[config.mk]
export PLATFORM = sky130hd
export DESIGN_NAME = mms_mac
export DESIGN_NICKNAME = d
export VERILOG_FILES = /design/src/rtl/mms_pkg.sv /design/src/rtl/mms_mac.sv
export SDC_FILE = /design/constraint.sdc
export NUM_CORES = 2
export LEC_CHECK = 0
export ABC_CLOCK_PERIOD_IN_PS = 28400
export BUFFER_PORTS_ARGS = -buffer_cell sky130_fd_sc_hd__buf_4
export CORE_AREA = 2 2 242 244
export DETAILED_ROUTE_END_ITERATION = 16
export DIE_AREA = 0 0 244 246
export GPL_TIMING_DRIVEN = 1
export HOLD_SLACK_MARGIN = 0.03
export PLACE_DENSITY = 0.94
export SLEW_MARGIN = 0
export SYNTH_ARGS = -nofsm -noshare
export SYNTH_HDL_FRONTEND = slang
export SYNTH_SLANG_ARGS = --single-unit
[constraint.sdc]
create_clock -name clk -period 28.4 [get_ports clk]
set_input_delay 8.52 -clock clk [delete_from_list [all_inputs] [get_ports clk]]
set_output_delay 8.52 -clock clk [all_outputs]
set_load 0.02 [all_outputs]
[src/rtl/mms_pkg.sv]
package mms_pkg;

  localparam int VAL_W   = 32;
  localparam int IDX_W   = 12;
  localparam int DIM_W   = 7;
  localparam int POS_W   = 6;
  localparam int CFG_A_W = 3;
  localparam int CFG_D_W = 12;
  localparam int AB_DEPTH = 4096;
  localparam int C_DEPTH  = 64;

  typedef enum logic [1:0] {
    OP_WRITE_A = 2'd0,
    OP_WRITE_B = 2'd1,
    OP_WRITE_C = 2'd2,
    OP_RUN     = 2'd3
  } op_t;

  typedef enum logic [CFG_A_W-1:0] {
    REG_ROW_COUNT    = 3'd0,
    REG_INNER_COUNT  = 3'd1,
    REG_COL_COUNT    = 3'd2,
    REG_SLICE_LENGTH = 3'd3,
    REG_SLICE_OFFSET = 3'd4
  } cfg_reg_t;

  typedef enum logic [3:0] {
    ST_IDLE,
    ST_CHECK,
    ST_DIV,
    ST_BASE,
    ST_CLOAD,
    ST_MAC,
    ST_DRAIN,
    ST_EMIT,
    ST_ERR
  } state_t;

  typedef struct packed {
    logic load;
    logic valid;
  } mac_ctl_t;

endpackage

[src/rtl/mms_mac.sv]
module mms_mac import mms_pkg::*; (
  input  logic                    clk,
  input  logic                    rst_n,
  input  mac_ctl_t                ctl,
  input  logic signed [VAL_W-1:0] init_val,
  input  logic signed [VAL_W-1:0] a,
  input  logic signed [VAL_W-1:0] b,
  output logic signed [VAL_W-1:0] acc,
  output logic                    busy
);

  logic signed [2*VAL_W-1:0] prod_r;
  logic                      prod_v_r;
  logic signed [VAL_W-1:0]   acc_r;
  logic signed [2*VAL_W-17:0] sh;
  logic signed [VAL_W-1:0]   sh_sat;
  logic signed [VAL_W:0]     sum;
  logic signed [VAL_W-1:0]   sum_sat;

  // floor shift by 16, then clamp to 32 bits
  assign sh = prod_r[2*VAL_W-1:16];
  assign sh_sat = (&sh[2*VAL_W-17:VAL_W-1] || ~|sh[2*VAL_W-17:VAL_W-1]) ? sh[VAL_W-1:0] :
                  (sh[2*VAL_W-17] ? {1'b1, {(VAL_W-1){1'b0}}} : {1'b0, {(VAL_W-1){1'b1}}});
  assign sum = {acc_r[VAL_W-1], acc_r} + {sh_sat[VAL_W-1], sh_sat};
  assign sum_sat = (sum[VAL_W] == sum[VAL_W-1]) ? sum[VAL_W-1:0] :
                   (sum[VAL_W] ? {1'b1, {(VAL_W-1){1'b0}}} : {1'b0, {(VAL_W-1){1'b1}}});

  always_ff @(posedge clk) begin
    if (!rst_n) begin
      prod_v_r <= 1'b0;
    end else begin
      prod_v_r <= ctl.valid;
    end
    prod_r <= a * b;
    if (ctl.load) begin
      acc_r <= init_val;
    end else if (prod_v_r) begin
      acc_r <= sum_sat;
    end
  end

  assign acc  = acc_r;
  assign busy = prod_v_r;

endmodule
Word level (Yosys, flattened, before mapping) --
Cells that the tools add are included.
Word-level totals: register bits 97, input bits 100, output and inout port bits 33, logic and storage cells 17
Cells by class: add/sub/neg operators 1, $mul 1, eq/ne operators 1, multiplexer cells 6, reduce and logical (&&, ||, !) cells 5
Operator list (number):
- 32-bit two-way mux | 6
- 32-bit by 32-bit multiplier with 64-bit output | 1
- 32-bit by 32-bit adder with 33-bit output | 1
- 17-bit AND reduction | 1
- 17-bit OR reduction | 1
- 2-bit nonzero test | 1
- 1-bit equality test | 1
- 1-bit zero test | 1
- 1-bit logical OR | 1

Logic depth before layout (Yosys ltp) --
word-level depth 9, mapped depth 29, mapped depth without buffers 27

Worst setup path after synthesis --
Ideal clock, no wire load.
kind input to register, start input a[31], end register prod_r[57], setup time 0.106 ns, data arrival time 15.781 ns, data required time 28.294 ns, slack 12.513 ns, stages on the path 23, path buffers 1, path through clkbuf_1 nand2_1 inv_1 fa_1 fa_1 inv_1 fa_1 inv_1 fa_1 inv_1 fa_1 inv_1 fa_1 fa_1 fa_1 ha_1 a211o_1 a21oi_1 or3b_2 a211o_1 nand4_1 or4b_1 o311ai_0
On the way: longest elaborated chain between the ends 1
RTL lines:
- start, declared | line mms_mac.sv:6 | input logic signed [VAL_W-1:0] a,
- 32-bit by 32-bit multiplier with 64-bit output | line mms_mac.sv:34 | prod_r <= a * b;
- end signal, assigned | line mms_mac.sv:34
- end, declared | line mms_mac.sv:12 | logic signed [2*VAL_W-1:0] prod_r;
Every way passes these cells. A chain may end at the register's enable or synchronous reset.

Final worst setup path --
start input b[5], end register prod_r[63]
On the way: longest elaborated chain between the ends 1
RTL lines:
- start, declared | line mms_mac.sv:7 | input logic signed [VAL_W-1:0] b,
- 32-bit by 32-bit multiplier with 64-bit output | line mms_mac.sv:34
Every way passes these cells.

==> impl_metrics.json <==
{
  "setup_tns_ps": 0,
  "start_kind": "input pin",
  "dieArea_um2": 60000,
  "synth-simple-area-share": 0.158,
  "cts_buffers": 9,
  "drv_cap": 0,
  "numClockSinks": 81,
  "synth_edf_count": 32,
  "synthCells": 4228,
  "wire_per_inst_um": 21.9,
  "drt_first_pass_iters": 8,
  "rows": 88,
  "fin_skew_ps": 9.10,
  "holdBufCountCts": 0,
  "setup_viol": 0,
  "netlist-cell-type-count": 64,
  "ios": 133,
  "synthFlopType": "dfxtp_1",
  "hold_depth": 4,
  "place_congestion": 0.961,
  "end_kind": "flip-flop",
  "grt_max_degree": 45,
  "synthXorXnorAreaFrac": 0.0175,
  "synth_compound_area_frac": 0.0530,
  "min-delay-start": "prod_r[16]",
  "rsz0062_at_grt": "no",
  "regArea_um2": 1940,
  "cp_max_fo": 32,
  "grt_pass1_vias": 34602,
  "slew_violations": 0,
  "cts-resized-gates": 0,
  "fillers": 3746,
  "drc": 0,
  "synth_top_family_by_area": "adder cells",
  "clk_pin_slew_ps": 60,
  "finalWirelength_um": 108000,
  "cts_setup_buffers": 0,
  "reg2reg_slack_ps": 22740,
  "worstSkewPairLatency_ps": 340,
  "core_area_um2": 57400,
  "tritoncts": "done",
  "die_y_um": 246,
  "timing.rr.start": "prod_r[63]",
  "async_reset_ff_frac": 0,
  "crit_arrival_ps": 16680,
  "final_antenna_net_count": 0,
  "rr_endpoint": "acc[8]",
  "avgSynthCellArea_um2": 9.45,
  "via_count": 29826,
  "worst_pin_slew_ps": 994,
  "start_util": 0.697,
  "relSlewSlack": 0.337,
  "fmax_mhz": 60.7,
  "drive_above_1_share": 0.0406,
  "seq_area_frac_synth": 0.0486,
  "syn_area_um2": 40000,
  "yosysWarnings": 0,
  "antenna_found_initial": 4,
  "period_needed_ps": 16470,
  "multi_input_area_um2": 33500,
  "synth_seq_cells": 81,
  "grt_pass1_wl_um": 176000,
  "clock-root-buffer": "clkbuf_16",
  "initialDrtViolationCount": 2652,
  "crit_required_ps": 28610,
  "grt_overflow": 0,
  "status": "finished clean",
  "place_hpwl_um": 85200,
  "clockBufferDepth": 2,
  "die_x_um": 244,
  "min_path_type": "reg -> reg",
  "synth_nets": 5622,
  "nets": 5550,
  "synthMuxAreaShare": 0.000751,
  "final_hold_viol_count": 0,
  "hold_path_end": "acc[0]",
  "port_buffers": 132,
  "fin_crit_sh": 0.580,
  "htree_levels": 3,
  "rr_worst_depth": 18,
  "globalRouteTotalUtil": 0.381,
  "via_per_inst": 6.05,
  "syn2layout_area_growth_pct": 3.80,
  "crit_type": "in -> reg",
  "yosys.area_share.adder": 0.608,
  "crit_path_start": "b[5]"
}
## routing by layer
layer / part of all wire / up-vias / GRT usage
met3: 0.11 / 636 / 0.0947
met4: 0.089 / 0 / 0.281
met1: 0.33 / 14994 / 0.439
met2: 0.47 / 2004 / 0.624
met5: 0 / - / 0
li1: - / 12192 / -
## state kept, by name (all words and copies together) (netlist names)
name    count
acc        32
busy        1
prod_r     48
## critical path: stages
cell	delay [ps]
buf_4	360
nand2_1	230
inv_1	130
fa_1	450
fa_1	550
inv_1	140
fa_1	610
inv_1	90
fa_1	990
inv_1	350
fa_1	570
inv_1	60
fa_1	540
fa_1	430
fa_1	470
ha_1	230
a211o_1	270
a21oi_1	240
or3b_2	510
a211o_1	300
nand3_1	190
a21oi_1	90
a2111oi_0	350
## per-stage QoR
stage / std cells / setup WS [ps] / cell area [um^2] / utilization / hold slack, ps
2_1_floorplan: 4228 / 12510 / 40000 / - / 816
3_3_place_gp: 4910 / 11940 / 41100 / 0.717 / 867
3_5_place_dp: 4910 / 11650 / 41100 / 0.717 / 879
4_1_cts: 4926 / 11960 / 41500 / 0.723 / 897
5_1_grt: 4928 / 11540 / 41500 / 0.723 / 923
6_report: 4930 / 11930 / 41500 / 0.723 / 914
## final cells by class
class,count,area share
repair buffers,136,0.0246
multi-input cells,2942,0.808
diodes,4,0.000241
clock buffers,13,0.00679
well taps,765,0.0231
inverters,986,0.0892
clock inverters,3,0.00166
flip-flops and latches,81,0.0468
## cells in the final DEF (no fill, tap or decap), types with 25 or more instances in the layout
master and count:
ha_1 212, dfxtp_1 49, buf_4 136, fa_1 1082, a21oi_1 73, nand2_1 544
xor2_1 25, o21ai_0 34, a21o_1 92, xnor2_1 55, and2_1 524, inv_1 986
edfxtp_1 32, nor2_1 61
## worst max path at each step
| stage | end | slack [ps] | depth (start not counted) |
|---|---|---|---|
| after floorplan | prod_r[57] | 12510 | 23 |
| after global placement | prod_r[57] | 11940 | 23 |
| after detailed placement | prod_r[57] | 11650 | 23 |
| after CTS | prod_r[57] | 11960 | 23 |
| after global routing | prod_r[63] | 11540 | 23 |
| final | prod_r[63] | 11930 | 23 |
## logic make-up after synthesis
group,after synthesis
flops,81
buf+inv,1205
compound gates,316
fa+ha+maj,1294
simple gates,1249
mux,3
xor+xnor,80
## cells in the mapped netlist (all sizes together), types with 3 or more instances
cell type | count | share of area
a21boi | 4 | 0.00075
a21oi | 73 | 0.0091
nand2 | 544 | 0.051
o211ai | 8 | 0.0015
or4b | 3 | 0.00075
nand3 | 18 | 0.0023
a221oi | 5 | 0.0011
nand2b | 12 | 0.0019
nor3 | 12 | 0.0015
a211o | 5 | 0.0011
a2111oi | 3 | 0.0011
o21a | 9 | 0.0017
a21o | 92 | 0.017
clkbuf | 212 | 0.020
nor3b | 3 | 0.00056
ha | 212 | 0.066
o21bai | 10 | 0.0019
a211oi | 11 | 0.0022
and3 | 15 | 0.0023
a31oi | 12 | 0.0019
or3 | 7 | 0.0011
edfxtp | 32 | 0.024
o31ai | 5 | 0.00094
and4 | 7 | 0.0015
or4 | 4 | 0.00085
fa | 1082 | 0.54
nand4 | 15 | 0.0023
buf | 7 | 0.0010
or2 | 6 | 0.00094
nor4b | 3 | 0.00066
xor2 | 25 | 0.0055
o21ai | 55 | 0.0069
dfxtp | 49 | 0.025
inv | 986 | 0.093
a2bb2oi | 5 | 0.0011
xnor2 | 55 | 0.012
mux2i | 3 | 0.00075
nor2 | 62 | 0.0058
and2 | 524 | 0.082
nor4 | 6 | 0.00094
Power is left out: the tool's default activity adds up to more than one toggle a clock period on the data nets, which glitch-free logic cannot reach.
